$ cat config.mk
export PLATFORM = sky130hd
export DESIGN_NAME = sample_hold_bit_crusher
export DESIGN_NICKNAME = d
export VERILOG_FILES = /design/src/hdl/shbc_pkg.sv /design/src/hdl/shbc_lane.sv /design/src/hdl/shbc_merge.sv /design/src/hdl/sample_hold_bit_crusher.sv
export SDC_FILE = /design/constraint.sdc
export NUM_CORES = 2
export LEC_CHECK = 0
export ABC_CLOCK_PERIOD_IN_PS = 23500
export BUFFER_PORTS_ARGS = -buffer_cell sky130_fd_sc_hd__buf_2
export CORE_ASPECT_RATIO = 0.5
export CORE_UTILIZATION = 50
export CTS_CLUSTER_DIAMETER = 200
export CTS_CLUSTER_SIZE = 25
export DETAILED_ROUTE_END_ITERATION = 6
export GPL_TIMING_DRIVEN = 0
export HOLD_SLACK_MARGIN = 0.05
export PLACE_DENSITY = 0.66
export SLEW_MARGIN = 20
export SYNTH_ARGS = -nofsm -noshare
export SYNTH_HDL_FRONTEND = slang
export SYNTH_SLANG_ARGS = --single-unit
$ cat constraint.sdc
create_clock -name aclk -period 23.5 [get_ports aclk]
set_input_delay 4.7 -clock aclk [delete_from_list [all_inputs] [get_ports aclk]]
set_output_delay 4.7 -clock aclk [all_outputs]
set_load 0.005 [all_outputs]
$ cat src/hdl/shbc_pkg.sv
// Shared constants and types for the sample-hold bit crusher.
// No dependencies; every other file in hdl/ imports this package.
`timescale 1ns / 1ps
`default_nettype none

package shbc_pkg;

    // default sample width, Q1.(SAMPLE_BITS-1)
    localparam int SAMPLE_BITS_DEF = 24;

    localparam int STEP_W     = 14;
    localparam int BITS_W     = 5;
    localparam int LEVELS_W   = 16;
    localparam int CFG_IDX_W  = 2;
    localparam int CFG_DATA_W = 14;

    localparam logic [STEP_W-1:0] STEP_MIN   = 14'd256;
    localparam logic [STEP_W-1:0] STEP_MAX   = 14'd12800;
    localparam logic [STEP_W-1:0] STEP_RESET = 14'd256;
    localparam logic [STEP_W-1:0] PHASE_ONE  = 14'd256;

    localparam logic [BITS_W-1:0] BITS_MIN   = 5'd2;
    localparam logic [BITS_W-1:0] BITS_MAX   = 5'd16;
    localparam logic [BITS_W-1:0] BITS_RESET = 5'd14;
    localparam int                BITS_LO    = 2;
    localparam int                BITS_HI    = 16;

    localparam logic RIGHT_EN_RESET = 1'b1;

    // subtract-and-count steps that split k into whole periods and remainder
    localparam int KQ_STEPS = 4;
    localparam int QUOT_W   = 3;

    typedef enum logic [CFG_IDX_W-1:0] {
        REG_HOLD_STEP    = 2'd0,
        REG_BIT_DEPTH    = 2'd1,
        REG_RIGHT_ENABLE = 2'd2
    } cfg_reg_t;

    // one strobe per lane stage, driven by the sequencer
    typedef struct packed {
        logic hold;
        logic mult;
        logic div;
        logic shape;
    } shbc_ctrl_t;

endpackage

`default_nettype wire

$ cat src/hdl/shbc_lane.sv
// One crusher lane: phase accumulator, hold register, quantiser and error store.
// Depends on shbc_pkg; stepped by the sequencer in sample_hold_bit_crusher.
`timescale 1ns / 1ps
`default_nettype none

module shbc_lane #(
    parameter int SAMPLE_BITS = shbc_pkg::SAMPLE_BITS_DEF
) (
    input  wire logic                                aclk,
    input  wire logic                                aresetn,
    input  wire shbc_pkg::shbc_ctrl_t                ctrl,
    input  wire logic                                lane_en,
    input  wire logic signed [SAMPLE_BITS-1:0]       sample,
    input  wire logic [shbc_pkg::STEP_W-1:0]         step,
    input  wire logic [shbc_pkg::LEVELS_W-1:0]       levels,
    input  wire logic [shbc_pkg::BITS_W-1:0]         bits,
    output logic signed [SAMPLE_BITS-1:0]            result
);
    import shbc_pkg::*;

    localparam int N      = SAMPLE_BITS;
    localparam int S_W    = N + 2;
    localparam int PROD_W = S_W + LEVELS_W;
    localparam int K_W    = PROD_W - N;
    localparam int PAT_W  = N + 1;
    localparam int MAG_W  = N + 3;
    localparam int Q_W    = N + 4;
    localparam int E_W    = N + 1;
    localparam int D_W    = N + 5;

    localparam logic signed [D_W-1:0] E_HI = {{(D_W-N){1'b0}}, {N{1'b1}}};
    localparam logic signed [D_W-1:0] E_LO = {{(D_W-N){1'b1}}, {N{1'b0}}};
    localparam logic signed [Q_W-1:0] Y_HI = {{(Q_W-N+1){1'b0}}, {(N-1){1'b1}}};
    localparam logic signed [Q_W-1:0] Y_LO = {{(Q_W-N+1){1'b1}}, {(N-1){1'b0}}};

    // lane state
    logic [STEP_W-1:0]        phase_reg;
    logic signed [N-1:0]      held_reg;
    logic signed [E_W-1:0]    err_reg;

    // stage registers
    logic signed [S_W-1:0]    s_reg;
    logic                     neg_reg;
    logic [S_W-1:0]           a_reg;
    logic [K_W-1:0]           k_reg;
    logic [MAG_W-1:0]         mag_reg;
    logic signed [N-1:0]      result_reg;

    // hold stage
    logic [STEP_W-1:0]        phase_sum;
    logic                     wrap;
    logic signed [N-1:0]      held_new;
    logic signed [S_W-1:0]    s_new;
    logic [S_W-1:0]           a_new;

    assign phase_sum = phase_reg + PHASE_ONE;
    assign wrap      = (phase_sum >= step);
    assign held_new  = wrap ? sample : held_reg;
    assign s_new     = S_W'(held_new) + S_W'(err_reg);
    assign a_new     = s_new[S_W-1] ? $unsigned(-s_new) : $unsigned(s_new);

    // multiply stage: k = (|s| * L + 2^(N-1)) >> N
    logic [PROD_W-1:0]        prod;
    logic [K_W-1:0]           k_new;

    assign prod  = PROD_W'(a_reg) * PROD_W'(levels) + (PROD_W'(1) << (N - 1));
    assign k_new = prod[N +: K_W];

    // divide stage: round(k * 2^N / L) = kq * 2^N + round(kr * 2^N / L).
    // kr / (2^b - 1) is the b-bit block of kr repeated in the fraction.
    logic [K_W-1:0]           rem;
    logic [QUOT_W-1:0]        kq;
    logic [LEVELS_W-1:0]      kr;
    logic [PAT_W-1:0]         pat_tab [BITS_LO:BITS_HI];
    logic [PAT_W-1:0]         pat;
    logic [PAT_W:0]           frac_sum;
    logic [MAG_W-1:0]         mag_new;

    always_comb begin
        rem = k_reg;
        kq  = '0;
        for (int i = 0; i < KQ_STEPS; i++) begin
            if (rem >= K_W'(levels)) begin
                rem = rem - K_W'(levels);
                kq  = kq + 1'b1;
            end
        end
    end

    assign kr = rem[LEVELS_W-1:0];

    for (genvar b = BITS_LO; b <= BITS_HI; b++) begin : g_pat
        for (genvar m = 0; m <= N; m++) begin : g_bit
            localparam int SRC = b - 1 - (m % b);
            assign pat_tab[b][N-m] = kr[SRC];
        end
    end

    always_comb begin
        pat = '0;
        for (int b = BITS_LO; b <= BITS_HI; b++) begin
            if (bits == BITS_W'(b)) begin
                pat = pat_tab[b];
            end
        end
    end

    assign frac_sum = (PAT_W + 1)'(pat) + 1'b1;
    assign mag_new  = (MAG_W'(kq) << N) + MAG_W'(frac_sum[PAT_W:1]);

    // shape stage: restore sign, store error, saturate output
    logic signed [Q_W-1:0]    q_pos;
    logic signed [Q_W-1:0]    q;
    logic signed [D_W-1:0]    diff;
    logic signed [E_W-1:0]    err_next;
    logic signed [N-1:0]      y_new;

    assign q_pos = $signed({1'b0, mag_reg});
    assign q     = neg_reg ? -q_pos : q_pos;
    assign diff  = D_W'(s_reg) - D_W'(q);

    assign err_next = (diff > E_HI) ? E_HI[E_W-1:0] :
                      (diff < E_LO) ? E_LO[E_W-1:0] : diff[E_W-1:0];
    assign y_new    = (q > Y_HI) ? Y_HI[N-1:0] :
                      (q < Y_LO) ? Y_LO[N-1:0] : q[N-1:0];

    always_ff @(posedge aclk) begin
        if (!aresetn) begin
            phase_reg <= '0;
            held_reg  <= '0;
            err_reg   <= '0;
        end else begin
            if (ctrl.hold && lane_en) begin
                phase_reg <= wrap ? (phase_sum - step) : phase_sum;
                held_reg  <= held_new;
            end
            if (ctrl.shape && lane_en) begin
                err_reg <= err_next;
            end
        end
    end

    always_ff @(posedge aclk) begin
        if (ctrl.hold) begin
            s_reg   <= s_new;
            neg_reg <= s_new[S_W-1];
            a_reg   <= a_new;
        end
        if (ctrl.mult) begin
            k_reg <= k_new;
        end
        if (ctrl.div) begin
            mag_reg <= mag_new;
        end
        if (ctrl.shape) begin
            result_reg <= y_new;
        end
    end

    assign result = result_reg;

    // phase always lands below the largest step after a wrap
    assert property (@(posedge aclk) disable iff (!aresetn) phase_reg < STEP_MAX)
        else $error("shbc_lane: hold phase out of range");

    // a disabled lane keeps its state
    assert property (@(posedge aclk) disable iff (!aresetn)
        !lane_en |=> $stable(held_reg) && $stable(phase_reg) && $stable(err_reg))
        else $error("shbc_lane: state moved while lane disabled");

endmodule

`default_nettype wire

$ cat src/hdl/shbc_merge.sv
// Merge stage: joins both lane results (or the raw right sample) into the
// output register of the master stream. Depends on shbc_pkg.
`timescale 1ns / 1ps
`default_nettype none

module shbc_merge #(
    parameter int SAMPLE_BITS = shbc_pkg::SAMPLE_BITS_DEF,
    parameter int DATA_W      = ((2 * SAMPLE_BITS + 7) / 8) * 8
) (
    input  wire logic                           aclk,
    input  wire logic                           aresetn,
    input  wire logic                           load,
    input  wire logic                           right_en,
    input  wire logic signed [SAMPLE_BITS-1:0]  y_left,
    input  wire logic signed [SAMPLE_BITS-1:0]  y_right,
    input  wire logic signed [SAMPLE_BITS-1:0]  x_right,
    input  wire logic                           m_tready,
    output logic                                m_tvalid,
    output logic [DATA_W-1:0]                   m_tdata,
    output logic                                out_free
);
    import shbc_pkg::*;

    localparam int N = SAMPLE_BITS;

    logic                    m_tvalid_reg;
    logic [DATA_W-1:0]       m_tdata_reg;
    logic signed [N-1:0]     right_sel;

    // a disabled right lane passes its input through
    assign right_sel = right_en ? y_right : x_right;
    assign out_free  = !m_tvalid_reg || m_tready;

    always_ff @(posedge aclk) begin
        if (!aresetn) begin
            m_tvalid_reg <= 1'b0;
        end else if (load) begin
            m_tvalid_reg <= 1'b1;
        end else if (m_tready) begin
            m_tvalid_reg <= 1'b0;
        end
    end

    always_ff @(posedge aclk) begin
        if (load) begin
            m_tdata_reg <= DATA_W'({right_sel, y_left});
        end
    end

    assign m_tvalid = m_tvalid_reg;
    assign m_tdata  = m_tdata_reg;

    // never overwrite a result that has not been taken
    assert property (@(posedge aclk) disable iff (!aresetn) load |-> out_free)
        else $error("shbc_merge: load while output occupied");

    assert property (@(posedge aclk) disable iff (!aresetn)
        (load && !right_en) |=> m_tdata[2*N-1:N] == $past(x_right))
        else $error("shbc_merge: right bypass mismatch");

endmodule

`default_nettype wire

$ cat src/hdl/sample_hold_bit_crusher.sv
// Stereo sample-and-hold bit crusher with first-order error-feedback noise
// shaping. Each frame on the slave stream carries a left and a right signed
// sample; both lanes reduce the sample rate by a Q6.8 hold period, then round
// the held value plus the stored error to 2^bits-1 levels and saturate. A
// disabled right lane passes its raw sample through instead. A new frame is
// accepted once the previous one has been loaded into the output register, so
// the block never works on two frames at once. The sequencer steps both lanes
// through their hold, multiply, divide and shape registers one stage a cycle,
// then waits while the output register is occupied. The lanes keep all state
// in flip-flops, so there is no clearing pass after reset.
// Depends on shbc_pkg, shbc_lane and shbc_merge.
`timescale 1ns / 1ps
`default_nettype none

module sample_hold_bit_crusher #(
    parameter int SAMPLE_BITS = shbc_pkg::SAMPLE_BITS_DEF,
    parameter int DATA_W      = ((2 * SAMPLE_BITS + 7) / 8) * 8
) (
    input  wire logic                               aclk,
    input  wire logic                               aresetn,
    // slave stream: [SAMPLE_BITS-1:0] sample_left, [2*SAMPLE_BITS-1:SAMPLE_BITS] sample_right
    input  wire logic                               s_tvalid,
    output logic                                    s_tready,
    input  wire logic [DATA_W-1:0]                  s_tdata,
    // master stream: [SAMPLE_BITS-1:0] out_left, [2*SAMPLE_BITS-1:SAMPLE_BITS] out_right
    output logic                                    m_tvalid,
    input  wire logic                               m_tready,
    output logic [DATA_W-1:0]                       m_tdata,
    // register writes: 0 hold_step, 1 bit_depth, 2 right_enable
    input  wire logic                               cfg_valid,
    output logic                                    cfg_ready,
    input  wire logic [shbc_pkg::CFG_IDX_W-1:0]     cfg_index,
    input  wire logic [shbc_pkg::CFG_DATA_W-1:0]    cfg_data
);
    import shbc_pkg::*;

    localparam int N = SAMPLE_BITS;

    typedef enum logic [5:0] {
        ST_IDLE  = 6'b000001,
        ST_HOLD  = 6'b000010,
        ST_MULT  = 6'b000100,
        ST_DIV   = 6'b001000,
        ST_SHAPE = 6'b010000,
        ST_EMIT  = 6'b100000
    } seq_state_t;

    seq_state_t              state_reg, state_next;

    logic [STEP_W-1:0]       step_reg;
    logic [BITS_W-1:0]       bits_reg;
    logic                    ren_reg;

    logic signed [N-1:0]     x_left_reg;
    logic signed [N-1:0]     x_right_reg;
    logic                    ren_item_reg;

    logic [STEP_W-1:0]       step_c;
    logic [BITS_W-1:0]       bits_c;
    logic [LEVELS_W:0]       levels_full;
    logic [LEVELS_W-1:0]     levels;

    shbc_ctrl_t              ctrl;
    logic                    s_accept;
    logic                    out_free;
    logic                    load;
    logic signed [N-1:0]     y_left;
    logic signed [N-1:0]     y_right;

    assign cfg_ready = 1'b1;

    always_ff @(posedge aclk) begin
        if (!aresetn) begin
            step_reg <= STEP_RESET;
            bits_reg <= BITS_RESET;
            ren_reg  <= RIGHT_EN_RESET;
        end else if (cfg_valid && cfg_ready) begin
            case (cfg_reg_t'(cfg_index))
                REG_HOLD_STEP:    step_reg <= cfg_data[STEP_W-1:0];
                REG_BIT_DEPTH:    bits_reg <= cfg_data[BITS_W-1:0];
                REG_RIGHT_ENABLE: ren_reg  <= cfg_data[0];
                default: ;
            endcase
        end
    end

    // clamp settings to their working ranges
    assign step_c = (step_reg < STEP_MIN) ? STEP_MIN :
                    (step_reg > STEP_MAX) ? STEP_MAX : step_reg;
    assign bits_c = (bits_reg < BITS_MIN) ? BITS_MIN :
                    (bits_reg > BITS_MAX) ? BITS_MAX : bits_reg;
    assign levels_full = ((LEVELS_W + 1)'(1) << bits_c) - 1'b1;
    assign levels      = levels_full[LEVELS_W-1:0];

    assign s_tready = (state_reg == ST_IDLE);
    assign s_accept = s_tvalid && s_tready;
    assign load     = (state_reg == ST_EMIT) && out_free;

    assign ctrl.hold  = (state_reg == ST_HOLD);
    assign ctrl.mult  = (state_reg == ST_MULT);
    assign ctrl.div   = (state_reg == ST_DIV);
    assign ctrl.shape = (state_reg == ST_SHAPE);

    always_comb begin
        state_next = state_reg;
        case (state_reg)
            ST_IDLE:  if (s_tvalid) state_next = ST_HOLD;
            ST_HOLD:  state_next = ST_MULT;
            ST_MULT:  state_next = ST_DIV;
            ST_DIV:   state_next = ST_SHAPE;
            ST_SHAPE: state_next = ST_EMIT;
            ST_EMIT:  if (out_free) state_next = ST_IDLE;
            default:  state_next = ST_IDLE;
        endcase
    end

    always_ff @(posedge aclk) begin
        if (!aresetn) begin
            state_reg <= ST_IDLE;
        end else begin
            state_reg <= state_next;
        end
    end

    // hold the request for the duration of the frame
    always_ff @(posedge aclk) begin
        if (s_accept) begin
            x_left_reg   <= s_tdata[N-1:0];
            x_right_reg  <= s_tdata[2*N-1:N];
            ren_item_reg <= ren_reg;
        end
    end

    shbc_lane #(.SAMPLE_BITS(SAMPLE_BITS)) u_lane_left (
        .aclk    (aclk),
        .aresetn (aresetn),
        .ctrl    (ctrl),
        .lane_en (1'b1),
        .sample  (x_left_reg),
        .step    (step_c),
        .levels  (levels),
        .bits    (bits_c),
        .result  (y_left)
    );

    shbc_lane #(.SAMPLE_BITS(SAMPLE_BITS)) u_lane_right (
        .aclk    (aclk),
        .aresetn (aresetn),
        .ctrl    (ctrl),
        .lane_en (ren_item_reg),
        .sample  (x_right_reg),
        .step    (step_c),
        .levels  (levels),
        .bits    (bits_c),
        .result  (y_right)
    );

    shbc_merge #(.SAMPLE_BITS(SAMPLE_BITS), .DATA_W(DATA_W)) u_merge (
        .aclk     (aclk),
        .aresetn  (aresetn),
        .load     (load),
        .right_en (ren_item_reg),
        .y_left   (y_left),
        .y_right  (y_right),
        .x_right  (x_right_reg),
        .m_tready (m_tready),
        .m_tvalid (m_tvalid),
        .m_tdata  (m_tdata),
        .out_free (out_free)
    );

    // an accepted frame passes through the hold, multiply, divide and shape states to the output stage
    assert property (@(posedge aclk) disable iff (!aresetn)
        s_accept |-> ##5 (state_reg == ST_EMIT))
        else $error("sample_hold_bit_crusher: frame did not reach output stage");

    // a finished frame waits while the output register is occupied
    assert property (@(posedge aclk) disable iff (!aresetn)
        (state_reg == ST_EMIT && !out_free) |=> (state_reg == ST_EMIT))
        else $error("sample_hold_bit_crusher: result dropped under back-pressure");

endmodule

`default_nettype wire

==> impl_metrics.csv <==
group,metric,value,unit
outcome,status,"complete, but fails checks",
outcome,failed_checks,"DRC",
worst_setup_path,crit_end,"u_lane_left.mag_reg[26]",
timing,finClkSkew,0.0275,ns
worst_setup_path,cp_data_arrival_time,21.98,ns
routing,met1Wirelength,99.8,mm
floorplanning,die-height,255,um
global_routing,grt_pass1_wl,339,mm
timing,setup_viol,0,
yosys,synth-edff-count,337,
global_routing,grt_max_degree,53,
worst_setup_path,start_kind,"register",
cts,cts_tree,"built",
yosys,yosysWarnings,0,
yosys,ys_async_sr_fraction,0,
place,dpl.hpwl,185,mm
worst_setup_path,regToRegSetupSlack,1.88,ns
worst_setup_path,crit_slowest_cell,"buf_1",
worst_setup_path,worst_path_largest_cell_delay,0.81,ns
yosys,synthFlopType,"edfxtp_1",
yosys,ys_ff_latch,490,
floorplanning,core-area,127000,um^2
place,port_buffers,117,
cts,cts-buffers-inserted,23,
cts,hold_buffers,0,
floorplanning,die_w,508,um
layout,area_growth,5.91,%
cts,root_buffer,"clkbuf_16",
worst_setup_path,r2r_start,"bits_reg[4]",
layout,drive_gt1_frac,0.0602,
timing,rsz0062_at_grt,"false",
timing,finalMaxSlewViolations,0,
floorplanning,die-area,130000,um^2
timing,tightest_slew,1.28,ns
routing,dr_wl_met2,95.1,mm
timing,finalSetupTns,0,ns
worst_setup_path,reg2regPathDepth,65,
cts,cts_sinks,490,
cts,cts_setup_buffers,0,
routing,drc_errors,7,
timing,min_period,21.62,ns
yosys,synth_cell_types,116,
worst_setup_path,worstPathRequired,23.86,ns
layout,nets,8751,
routing,drtPass1Iterations,7,
routing,ant_nets,0,
floorplanning,rows,92,
timing,hold_viol,0,
routing,highest_layer,"met5",
routing,route.met3.wl,26.2,mm
timing,slew_headroom,0.142,
worst_setup_path,cp_max_fo,12,
timing,min_period_over_period,0.920,
cts,cts_resized,0,
cts,cts_htree_levels,1,
global_routing,first_global_vias,52800,
cts,clk_path_buf_depth,3,
global_routing,track_usage,0.350,
worst_setup_path,r2r-end,"u_lane_left.mag_reg[26]",
worst_setup_path,worstSetupPathDepth,65,
yosys,syn_area,64100,um^2
worst_setup_path,crit_start,"bits_reg[4]",
cts,clock_latency,0.60,ns
floorplanning,io_pins,120,
routing,vias_per_cell,6.08,
routing,vias,55800,
yosys,syn_inst,7290,
worst_setup_path,worstSetupPathType,"reg2reg",
min_path,worstHoldPathType,"reg2reg",
worst_setup_path,cp-end-kind,"register",
yosys,ys_seq_area_frac,0.206,
global_routing,antenna_found_initial,11,
timing,fmax,46.3,MHz
worst_setup_path,cp_top_family,"compound AO/OA/AOI/OAI gates",
routing,wirelength,229,mm
yosys,avgSynthCellArea,8.80,um^2
layout,fillers,12000,
routing,drt_iter0_drc,6369,
worst_setup_path,path_buf_inv,16,
cts,cts.clk_slew.worst_paths,0.12,ns
global_routing,grt_overflow,0,
place,dp.cells,9127,
routing,wl_per_cell,25.0,um
run,drv_cap,0,
place,routabilityCongestion,1.06,
layout,largest_register_ffs,48,
floorplanning,start_util,0.506,
layout,finalNonFillerCells,9170,
==> worst min-delay path by stage <==
stage / startpoint / end / slack [ns] / depth (start not counted)
detailed placement: u_lane_left.result[3] / u_merge.m_tdata[3] / 0.41 / 0
CTS: u_lane_left.result[4] / u_merge.m_tdata[4] / 0.43 / 0
global placement: u_lane_left.result[8] / u_merge.m_tdata[8] / 0.40 / 0
finish: u_lane_left.result[22] / u_merge.m_tdata[22] / 0.43 / 0
floorplan: u_lane_left.result[0] / u_merge.m_tdata[0] / 0.40 / 0
global route: u_lane_left.result[5] / u_merge.m_tdata[5] / 0.44 / 0
==> final cells by class <==
class / count / area (um^2) / area share
Multi-Input combinational cell: 5514 / 46100 / 0.679
Sequential cell: 490 / 13200 / 0.194
Inverter: 921 / 3460 / 0.0509
Tap cell: 1692 / 2120 / 0.0312
Buffer: 375 / 1530 / 0.0225
Timing Repair Buffer: 136 / 876 / 0.0129
Clock buffer: 40 / 649 / 0.00956
Clock inverter: 1 / 8.76 / 0.000129
Antenna cell: 1 / 2.50 / 0.0000368
==> Yosys cell counts, types with 27 or more instances <==
| cell | instances | area share |
|---|---|---|
| a211oi_1 | 50 | 0.0059 |
| a21boi_0 | 94 | 0.011 |
| a21o_1 | 94 | 0.011 |
| a21oi_1 | 375 | 0.029 |
| a31oi_1 | 43 | 0.0042 |
| and2_1 | 180 | 0.018 |
| and3_1 | 34 | 0.0033 |
| clkbuf_1 | 323 | 0.019 |
| dfxtp_1 | 153 | 0.048 |
| edfxtp_1 | 337 | 0.16 |
| fa_1 | 680 | 0.21 |
| ha_1 | 541 | 0.11 |
| inv_1 | 913 | 0.053 |
| mux2_2 | 132 | 0.023 |
| mux2i_1 | 40 | 0.0062 |
| nand2_1 | 1034 | 0.061 |
| nand2b_1 | 54 | 0.0053 |
| nand3_1 | 91 | 0.0071 |
| nand4_1 | 32 | 0.0031 |
| nor2_1 | 370 | 0.022 |
| nor2b_1 | 112 | 0.011 |
| nor3_1 | 91 | 0.0071 |
| nor4_1 | 27 | 0.0026 |
| o211ai_1 | 52 | 0.0061 |
| o21a_1 | 44 | 0.0052 |
| o21ai_0 | 350 | 0.027 |
| o21bai_1 | 46 | 0.0054 |
| o221ai_1 | 36 | 0.0049 |
| o22ai_1 | 45 | 0.0044 |
| o31ai_1 | 40 | 0.0047 |
| or2_2 | 29 | 0.0028 |
| or3_1 | 48 | 0.0047 |
| xnor2_1 | 229 | 0.031 |
| xor2_1 | 151 | 0.021 |
==> layout by cell type (no fill, tap or decap), types with 40 or more instances in the layout <==
| cell | instances |
|---|---|
| clkbuf_1 | 329 |
| o22ai_1 | 45 |
| o31ai_1 | 40 |
| nand3_1 | 91 |
| xor2_1 | 151 |
| and2_1 | 179 |
| a31oi_1 | 43 |
| or3_1 | 48 |
| nand2_1 | 1034 |
| nand2b_1 | 54 |
| o21a_1 | 44 |
| a21boi_0 | 94 |
| nor2_1 | 368 |
| dfxtp_1 | 153 |
| edfxtp_1 | 337 |
| mux2_2 | 132 |
| o21bai_1 | 46 |
| fa_1 | 680 |
| o21ai_0 | 350 |
| o211ai_1 | 52 |
| nor3_1 | 91 |
| xnor2_1 | 225 |
| a21o_1 | 94 |
| a211oi_1 | 50 |
| nor2b_1 | 111 |
| ha_1 | 541 |
| buf_2 | 137 |
| a21oi_1 | 373 |
| inv_1 | 912 |
==> cell families after synthesis <==
logic type / Yosys count / share of synthesized area
XOR/XNOR: 380 / 0.0519
multiplexers: 176 / 0.0307
flip-flops: 490 / 0.206
AND/OR/NAND/NOR: 2198 / 0.160
other: 1 / 0.0000585
buffers and inverters: 1296 / 0.0775
AO/OA/AOI/OAI: 1525 / 0.156
adder cells (fa/ha/maj): 1224 / 0.318
==> routing by layer <==
layer,global-route usage,vias up
li1,-,24900
met1,0.503,27700
met2,0.519,2647
met3,0.0908,470
met4,0.0997,4
met5,0,-
==> per-stage QoR <==
step	hold WS (ns)	util	setup WS, ns	area [um^2]
6_report	0.426	0.536	1.88	67900
2_1_floorplan	0.400	-	8.80	64200
5_1_grt	0.444	0.536	1.30	67900
4_1_cts	0.428	0.536	2.25	67900
3_3_place_gp	0.404	0.528	1.27	66900
3_5_place_dp	0.405	0.531	2.29	67200
Power is not shown: default switching activity piles up to over one toggle a cycle in this logic, so the estimate is an artifact.
